[src/rtl/spq_pkg.sv]
`timescale 1ns / 1ps
// Shared package of the strict priority four class queue.
// Holds command and status codes, field widths and the statistics update type.
package spq_pkg;

  localparam int CLASS_COUNT = 4;
  localparam int CLASS_BITS = 2;
  localparam int TIME_BITS = 11;
  localparam int WAIT_BITS = 12;
  localparam int COUNT_BITS = 16;
  localparam logic [TIME_BITS-1:0] MIN_PER_HOUR = 11'd60;
  localparam logic [COUNT_BITS-1:0] COUNT_MAX = 16'hFFFF;

  localparam logic [1:0] CMD_REGISTER = 2'd0;
  localparam logic [1:0] CMD_SERVE = 2'd1;
  localparam logic [1:0] CMD_REPORT = 2'd2;
  localparam logic [1:0] CMD_UNUSED = 2'd3;

  localparam logic [2:0] STATUS_REGISTERED = 3'd0;
  localparam logic [2:0] STATUS_SERVED = 3'd1;
  localparam logic [2:0] STATUS_EMPTY = 3'd2;
  localparam logic [2:0] STATUS_DROPPED = 3'd3;
  localparam logic [2:0] STATUS_REPORT = 3'd4;

  typedef struct packed {
    logic serve;
    logic [CLASS_BITS-1:0] cls;
    logic signed [WAIT_BITS-1:0] wait_min;
  } spq_upd_t;

endpackage

[src/rtl/spq_ram.sv]
`timescale 1ns / 1ps
// Generic single write port RAM with one registered read port.
// Depends on nothing.
module spq_ram #(
  parameter int WIDTH = 27,
  parameter int DEPTH = 64
) (
  input  logic                     clk,
  input  logic                     we,
  input  logic [$clog2(DEPTH)-1:0] waddr,
  input  logic [WIDTH-1:0]         wdata,
  input  logic                     re,
  input  logic [$clog2(DEPTH)-1:0] raddr,
  output logic [WIDTH-1:0]         rdata
);

  logic [WIDTH-1:0] mem [DEPTH];

  always_ff @(posedge clk) begin
    if (we) begin
      mem[waddr] <= wdata;
    end
    if (re) begin
      rdata <= mem[raddr];
    end
  end

endmodule

[src/rtl/spq_stats.sv]
`timescale 1ns / 1ps
// Service statistics: per class and overall served counts, peak occupancy
// and greatest wait. Depends on spq_pkg.
module spq_stats
  import spq_pkg::*;
#(
  parameter int TOT_W = 7
) (
  input  logic                          clk,
  input  logic                          rst,
  input  spq_upd_t                      upd,
  input  logic                          peak_chk,
  input  logic [TOT_W-1:0]              total_after,
  output logic [COUNT_BITS-1:0]         served_next [CLASS_COUNT],
  output logic [COUNT_BITS-1:0]         served_all_next,
  output logic [TOT_W-1:0]              peak_next,
  output logic signed [WAIT_BITS-1:0]   worst_next
);

  logic [COUNT_BITS-1:0] served [CLASS_COUNT];
  logic [COUNT_BITS-1:0] served_all;
  logic [TOT_W-1:0] peak;
  logic signed [WAIT_BITS-1:0] worst;
  logic any_served;

  always_comb begin
    for (int c = 0; c < CLASS_COUNT; c++) begin
      if (upd.serve && upd.cls == CLASS_BITS'(c) && served[c] != COUNT_MAX) begin
        served_next[c] = served[c] + 1'b1;
      end else begin
        served_next[c] = served[c];
      end
    end
    if (upd.serve && served_all != COUNT_MAX) begin
      served_all_next = served_all + 1'b1;
    end else begin
      served_all_next = served_all;
    end
    if (peak_chk && total_after > peak) begin
      peak_next = total_after;
    end else begin
      peak_next = peak;
    end
    if (upd.serve && (!any_served || upd.wait_min > worst)) begin
      worst_next = upd.wait_min;
    end else begin
      worst_next = worst;
    end
  end

  always_ff @(posedge clk) begin
    if (rst) begin
      for (int c = 0; c < CLASS_COUNT; c++) begin
        served[c] <= '0;
      end
      served_all <= '0;
      peak <= '0;
      worst <= '0;
      any_served <= 1'b0;
    end else begin
      served <= served_next;
      served_all <= served_all_next;
      peak <= peak_next;
      worst <= worst_next;
      if (upd.serve) begin
        any_served <= 1'b1;
      end
    end
  end

endmodule

[src/rtl/strict_priority_four_class_queue_top.sv]
`timescale 1ns / 1ps
// Strict priority scheduler over four ticket queues kept in one entry RAM.
// A register, serve or report request is first accepted, which for a serve
// also starts the RAM read of the head entry, and then updates the queue and
// loads the result register, waiting while the result register is stalled.
// No new request is accepted before the result register has been loaded.
// Synchronous reset empties all queues and clears all statistics.
module strict_priority_four_class_queue_top
  import spq_pkg::*;
#(
  parameter int QUEUE_DEPTH = 16,
  parameter int TICKET_BITS = 16
) (
  input  logic                        clk,
  input  logic                        rst,
  input  logic                        in_valid,
  output logic                        in_stall,
  input  logic [1:0]                  cmd,
  input  logic [15:0]                 ticket,
  input  logic [1:0]                  class_code,
  input  logic [4:0]                  hour,
  input  logic [5:0]                  minute,
  output logic                        out_valid,
  input  logic                        out_stall,
  output logic [2:0]                  status,
  output logic [15:0]                 served_ticket,
  output logic [1:0]                  served_class,
  output logic signed [11:0]          wait_minutes,
  output logic [4:0]                  queue_length,
  output logic [6:0]                  waiting_total,
  output logic [15:0]                 class_served_count,
  output logic [15:0]                 served_total,
  output logic [6:0]                  peak_occupancy,
  output logic signed [11:0]          max_wait
);

  localparam int LEN_W = $clog2(QUEUE_DEPTH + 1);
  localparam int PTR_W = $clog2(QUEUE_DEPTH);
  localparam int TOT_W = $clog2(CLASS_COUNT * QUEUE_DEPTH + 1);
  localparam int RAM_DEPTH = CLASS_COUNT * QUEUE_DEPTH;
  localparam int ADDR_W = $clog2(RAM_DEPTH);
  localparam int ENTRY_W = TICKET_BITS + TIME_BITS;

  typedef enum logic {
    S_IDLE,
    S_EXEC
  } state_t;

  state_t state;

  logic [1:0] cmd_q;
  logic [TICKET_BITS-1:0] ticket_q;
  logic [CLASS_BITS-1:0] cls_q;
  logic [4:0] hour_q;
  logic [5:0] minute_q;
  logic [CLASS_BITS-1:0] srv_cls_q;
  logic srv_hit_q;

  logic [PTR_W-1:0] head [CLASS_COUNT];
  logic [PTR_W-1:0] tail [CLASS_COUNT];
  logic [LEN_W-1:0] len [CLASS_COUNT];
  logic [LEN_W-1:0] len_next [CLASS_COUNT];
  logic [TOT_W-1:0] total;
  logic [TOT_W-1:0] total_next;

  logic in_accept;
  logic out_free;
  logic exec_fire;
  logic [CLASS_BITS-1:0] sel_cls;
  logic sel_hit;
  logic full;
  logic do_reg;
  logic do_srv;

  logic ram_we;
  logic [ADDR_W-1:0] ram_waddr;
  logic [ENTRY_W-1:0] ram_wdata;
  logic ram_re;
  logic [ADDR_W-1:0] ram_raddr;
  logic [ENTRY_W-1:0] ram_rdata;

  logic [TIME_BITS-1:0] call_time;
  logic [TIME_BITS-1:0] arrive_time;
  logic signed [WAIT_BITS-1:0] wait_calc;

  spq_upd_t upd;
  logic [COUNT_BITS-1:0] served_next [CLASS_COUNT];
  logic [COUNT_BITS-1:0] served_all_next;
  logic [TOT_W-1:0] peak_next;
  logic signed [WAIT_BITS-1:0] worst_next;

  assign in_stall = (state != S_IDLE);
  assign in_accept = in_valid && !in_stall;
  assign out_free = !out_valid || !out_stall;
  assign exec_fire = (state == S_EXEC) && out_free;

  always_comb begin
    sel_cls = '0;
    sel_hit = 1'b0;
    for (int c = CLASS_COUNT - 1; c >= 0; c--) begin
      if (len[c] != '0) begin
        sel_cls = CLASS_BITS'(c);
        sel_hit = 1'b1;
      end
    end
  end

  assign ram_re = in_accept && cmd == CMD_SERVE;
  assign ram_raddr = ADDR_W'(sel_cls) * ADDR_W'(QUEUE_DEPTH) + ADDR_W'(head[sel_cls]);

  assign full = (len[cls_q] == LEN_W'(QUEUE_DEPTH));
  assign do_reg = (cmd_q == CMD_REGISTER) && !full;
  assign do_srv = (cmd_q == CMD_SERVE) && srv_hit_q;

  assign ram_we = exec_fire && do_reg;
  assign ram_waddr = ADDR_W'(cls_q) * ADDR_W'(QUEUE_DEPTH) + ADDR_W'(tail[cls_q]);
  assign ram_wdata = {ticket_q, hour_q, minute_q};

  assign call_time = TIME_BITS'(hour_q) * MIN_PER_HOUR + TIME_BITS'(minute_q);
  assign arrive_time = TIME_BITS'(ram_rdata[10:6]) * MIN_PER_HOUR
                     + TIME_BITS'(ram_rdata[5:0]);
  assign wait_calc = $signed({1'b0, call_time}) - $signed({1'b0, arrive_time});

  always_comb begin
    for (int c = 0; c < CLASS_COUNT; c++) begin
      len_next[c] = len[c];
      if (do_reg && cls_q == CLASS_BITS'(c)) begin
        len_next[c] = len[c] + 1'b1;
      end
      if (do_srv && srv_cls_q == CLASS_BITS'(c)) begin
        len_next[c] = len[c] - 1'b1;
      end
    end
    total_next = total;
    if (do_reg) begin
      total_next = total + 1'b1;
    end else if (do_srv) begin
      total_next = total - 1'b1;
    end
  end

  assign upd.serve = exec_fire && do_srv;
  assign upd.cls = srv_cls_q;
  assign upd.wait_min = wait_calc;

  spq_ram #(
    .WIDTH(ENTRY_W),
    .DEPTH(RAM_DEPTH)
  ) u_entry_ram (
    .clk(clk),
    .we(ram_we),
    .waddr(ram_waddr),
    .wdata(ram_wdata),
    .re(ram_re),
    .raddr(ram_raddr),
    .rdata(ram_rdata)
  );

  spq_stats #(
    .TOT_W(TOT_W)
  ) u_stats (
    .clk(clk),
    .rst(rst),
    .upd(upd),
    .peak_chk(exec_fire && cmd_q == CMD_REGISTER),
    .total_after(total_next),
    .served_next(served_next),
    .served_all_next(served_all_next),
    .peak_next(peak_next),
    .worst_next(worst_next)
  );

  always_ff @(posedge clk) begin
    if (in_accept) begin
      cmd_q <= cmd;
      ticket_q <= TICKET_BITS'(ticket);
      cls_q <= class_code;
      hour_q <= hour;
      minute_q <= minute;
      srv_cls_q <= sel_cls;
      srv_hit_q <= sel_hit;
    end
    if (exec_fire) begin
      if (cmd_q == CMD_REGISTER) begin
        status <= full ? STATUS_DROPPED : STATUS_REGISTERED;
      end else if (cmd_q == CMD_SERVE) begin
        status <= srv_hit_q ? STATUS_SERVED : STATUS_EMPTY;
      end else begin
        status <= STATUS_REPORT;
      end
      served_ticket <= do_srv ? 16'(ram_rdata[ENTRY_W-1 -: TICKET_BITS]) : '0;
      served_class <= do_srv ? srv_cls_q : '0;
      wait_minutes <= do_srv ? wait_calc : '0;
      queue_length <= 5'(len_next[cls_q]);
      waiting_total <= 7'(total_next);
      class_served_count <= served_next[cls_q];
      served_total <= served_all_next;
      peak_occupancy <= 7'(peak_next);
      max_wait <= worst_next;
    end
  end

  always_ff @(posedge clk) begin
    if (rst) begin
      state <= S_IDLE;
      out_valid <= 1'b0;
      total <= '0;
      for (int c = 0; c < CLASS_COUNT; c++) begin
        head[c] <= '0;
        tail[c] <= '0;
        len[c] <= '0;
      end
    end else begin
      if (exec_fire) begin
        out_valid <= 1'b1;
      end else if (out_valid && !out_stall) begin
        out_valid <= 1'b0;
      end
      case (state)
        S_IDLE: begin
          if (in_accept && cmd != CMD_UNUSED) begin
            state <= S_EXEC;
          end
        end
        S_EXEC: begin
          if (exec_fire) begin
            state <= S_IDLE;
            len <= len_next;
            total <= total_next;
            for (int c = 0; c < CLASS_COUNT; c++) begin
              if (do_reg && cls_q == CLASS_BITS'(c)) begin
                tail[c] <= (tail[c] == PTR_W'(QUEUE_DEPTH - 1)) ? '0 : tail[c] + 1'b1;
              end
              if (do_srv && srv_cls_q == CLASS_BITS'(c)) begin
                head[c] <= (head[c] == PTR_W'(QUEUE_DEPTH - 1)) ? '0 : head[c] + 1'b1;
              end
            end
          end
        end
        default: begin
          state <= S_IDLE;
        end
      endcase
    end
  end

endmodule
[config.mk]
export PLATFORM = sky130hd
export DESIGN_NAME = strict_priority_four_class_queue_top
export DESIGN_NICKNAME = d
export VERILOG_FILES = /design/src/rtl/spq_pkg.sv /design/src/rtl/spq_ram.sv /design/src/rtl/spq_stats.sv /design/src/rtl/strict_priority_four_class_queue_top.sv
export SDC_FILE = /design/constraint.sdc
export NUM_CORES = 2
export LEC_CHECK = 0
export BUFFER_PORTS_ARGS = -buffer_cell sky130_fd_sc_hd__buf_4
export CAP_MARGIN = 15
export CORE_AREA = 2 2 532 270
export CTS_CLUSTER_SIZE = 10
export DETAILED_ROUTE_END_ITERATION = 10
export DIE_AREA = 0 0 534 272
export PLACE_DENSITY = 0.8
export RECOVER_POWER = 50
export SLEW_MARGIN = 5
export SYNTH_ARGS = -nofsm -noshare
export SYNTH_HDL_FRONTEND = slang
export SYNTH_HIERARCHICAL = 1
export SYNTH_SLANG_ARGS = --single-unit
[constraint.sdc]
create_clock -name clk -period 13.62 [get_ports clk]
set_input_delay 0.681 -clock clk [delete_from_list [all_inputs] [get_ports clk]]
set_output_delay 0.681 -clock clk [all_outputs]
set_load 0.05 [all_outputs]
==> results.toml <==
[status]
status = "complete, but fails checks"
violations = "max-capacitance violations, max-slew violations"

[worst_setup_path]
critPathTopFamily = "adder cells"
r2r_start = "hour_q[1]$_DFFE_PP_"
worstSetupEndpointType = "register"
worstSetupPathType = "reg2reg"
max_stage_delay_ns = 2.14
crit_chain = "clkbuf_1 -> fa_1 -> fa_1 -> inv_1 -> fa_1 -> inv_1 -> ha_1 -> o21ai_0 -> a21oi_1 -> nand2_1 -> xnor2_1 -> ha_1 -> nand2_1 -> a211oi_1 -> o21a_1 -> o22ai_1 -> ha_1 -> nand4_1 -> or4_4 -> and2_1 -> o211ai_1 -> a31oi_1"
crit_slowest_cell = "clkbuf_1"
setup.worst_path.start_class = "register"
critPathRequiredTime_ns = 14.16
arrival_ns = 9.55
critical_path.startpoint = "hour_q[1]$_DFFE_PP_"
cp_num_buf_inv = 3
cp_max_fo = 67

[clock_network]
cts.sinks = 2048
clock_latency_ns = 0.86
clk_pin_slew_ns = 0.06
htreeDepth = 4
clockBufferDepth = 4
post_cts_buffers = 0
cts_tree = "built"
cts-root-buf = "clkbuf_16"
numCtsBuffers = 230

[yosys]
yosysTopAreaCellShare_pct = 68.79
yosysWarnings = 6
synthArstFlopShare_pct = 0
synth_area_leaders = "edfxtp_1, mux4_2, mux2i_1"
synth_cells = 4639
synthFlopType = "edfxtp_1"
synth.avg_cell_area_um2 = 18.04
yosysUniqueCellTypes = 86
yosysMostFrequentCell = "edfxtp_1"
syn-num-nets = 4776
synth_edf_count = 1917
synth_common_cells = "edfxtp_1, mux4_2, mux2i_1, nor2_1, dfxtp_1"
syn-cell-area_mm2 = 0.08369
yosysSeqAreaShare_pct = 71.92
synth_area_leader_cell = "edfxtp_1"
synth-seq-cells = 2048

[global_route]
grt-ovfl-total = 0
grt_pass1_vias = 46560
antenna_found_initial = 21
grt_use_total_pct = 32.17
grt_pass1_wl_um = 334000
grt_max_degree = 111

[drt]
via_count = 48220
wirelength_um = 233800
drtAntennaViolNets = 0
drt_iter0_markers = 8729
wire_per_inst_um = 33.85
viasPerCell = 6.980
first_pass_iters = 7
drc_errors = 0

[min_path]
hp-start = "ticket[8]"
hold_path.class = "in2reg"

[sta]
period_needed_ns = 9.002
finalHoldViolCount = 0
relSlewSlack_pct = -178.1
setup_viol = 0
worstMarginPinSlew_ns = 4.171
slew_viol_final = 2119
finalCritPeriodShare_pct = 66.09
rsz0062_at_grt = "no"
setup_tns_ns = 0
clock_skew_ns = 0.06074
max_freq_mhz = 111.1

[final_layout]
finalNetCount = 5064
areaGrowthSynthToFinish_pct = 11.42
nFillCells = 8926
post-route-util_pct = 66.07
drive_gt1_share_pct = 17.63

[floorplanning]
io_pins = 133
die_width_um = 534
die-area_mm2 = 0.1452
num_rows = 98
fp.coreArea_mm2 = 0.1411
start_util_pct = 59.30
die_h_um = 272

[power]
pwr_density_cell_mw_per_mm2 = 151.1
irDropWorstVdd_uv = 231.2
power.leakage_nw = 30.02
power.total_mw = 14.09

[flow_run]
cap_violations = 37

[placement]
numPortBuffers = 132
dp_hpwl_um = 136000
place.gp.congestion = 0.9471
-- worst register-to-register path, stage by stage, from the launching register on --
cell	delay [ns]
edfxtp_1	0.32
clkbuf_1	2.14
fa_1	0.87
fa_1	0.55
inv_1	0.08
fa_1	0.54
inv_1	0.04
ha_1	0.31
o21ai_0	0.14
a21oi_1	0.27
nand2_1	0.11
xnor2_1	0.15
ha_1	0.35
nand2_1	0.06
a211oi_1	0.26
o21a_1	0.22
o22ai_1	0.14
ha_1	0.36
nand4_1	0.21
or4_4	0.70
and2_1	0.50
o211ai_1	0.29
a31oi_1	0.11
-- metal layers --
layer	track usage, %	routed length (um)
met1	47.99	88070
met4	7.173	5827
met2	42.99	95700
met5	0	357
met3	15.28	43860
-- registers in the layout, indices dropped and copies added, names as in the netlist, 12 cells and up, named ones only --
register and count:
u_entry_ram/mem 1728, u_stats/served 64, u_entry_ram/rdata 27, len 20, class_served_count 16, head 16, served_ticket 16, served_total 16
tail 16, ticket_q 16, u_stats/served_all 16, max_wait 12, u_stats/worst 12, wait_minutes 12
-- layout by cell type, fill, tap and decap left out, drive strengths merged, types with 35 or more instances in the layout --
master,instances
nor2,204
and3,43
a31oi,89
mux2i,292
nor3,40
mux4,364
buf,111
o21ai,96
xor2,50
edfxtp,1917
o22ai,79
xnor2,82
and2,38
nand2,66
ha,85
a22oi,101
nor2b,103
clkbuf,456
nand3,100
a21o,35
inv,111
a21oi,62
dfxtp,131
-- per-stage QoR --
stage / hold WS (ns) / setup WS, ns / instance area (um2) / instances
CTS: 0.001410 / 6.590 / 93650 / 6879
finish: 0.04115 / 4.618 / 93240 / 6908
floorplan: 0.4739 / 6.577 / 83690 / 4639
global placement: 0.5045 / 6.470 / 87350 / 6568
detailed placement: 0.5176 / 6.658 / 87430 / 6573
global route: 0.02411 / 3.958 / 93190 / 6886
-- logic make-up (layout without fill, tap and decap cells) --
kind of cell	count (synthesis)	count (layout)	synth area share, %
flops	2048	2048	71.92
simple gates	725	725	4.597
mux	678	678	13.60
compound gates	602	602	4.865
buf+inv	352	698	1.960
xor+xnor	132	132	1.381
fa+ha+maj	102	102	1.678
other cells	0	23	0
-- cell type report --
class                      count  area, um2  share of cell area [%]
sequential                  2048      60190                   64.55
multi-input combinational   2239      22300                   23.92
clock buffer                 285       6005                   6.440
tap                         1900       2377                   2.550
timing repair buffer         298       1844                   1.978
inverter                     110      414.1                  0.4442
clock inverter                 5      57.56                 0.06173
antenna                       23      57.56                 0.06173
-- power by group --
group	leakage (nW)	internal [mW]	total, mW	switching, mW
registers	18.4	6.95	6.98	0.0329
logic	8.70	0.591	1.74	1.15
clock network	2.95	3.03	5.36	2.34
total	30.0	10.6	14.1	3.52
-- what timing repair did --
item / CTS / global route
hold endpoints to repair: 16 / 0
hold buffers: 16 / 0
gates resized for setup: 0 / 0
-- final timing paths --
check | endpoint | slack, ns | cells past startpoint
max | u_stats/worst[4]$_SDFF_PP0_ | 4.62 | 22
min | ticket_q[8]$_DFFE_PP_ | 0.04 | 1
max reg2reg | u_stats/worst[4]$_SDFF_PP0_ | 4.62 | 22
min reg2reg | served_ticket[2]$_SDFFCE_PN0P_ | 0.52 | 1
Note: power is estimated with default switching activity, not from simulation.
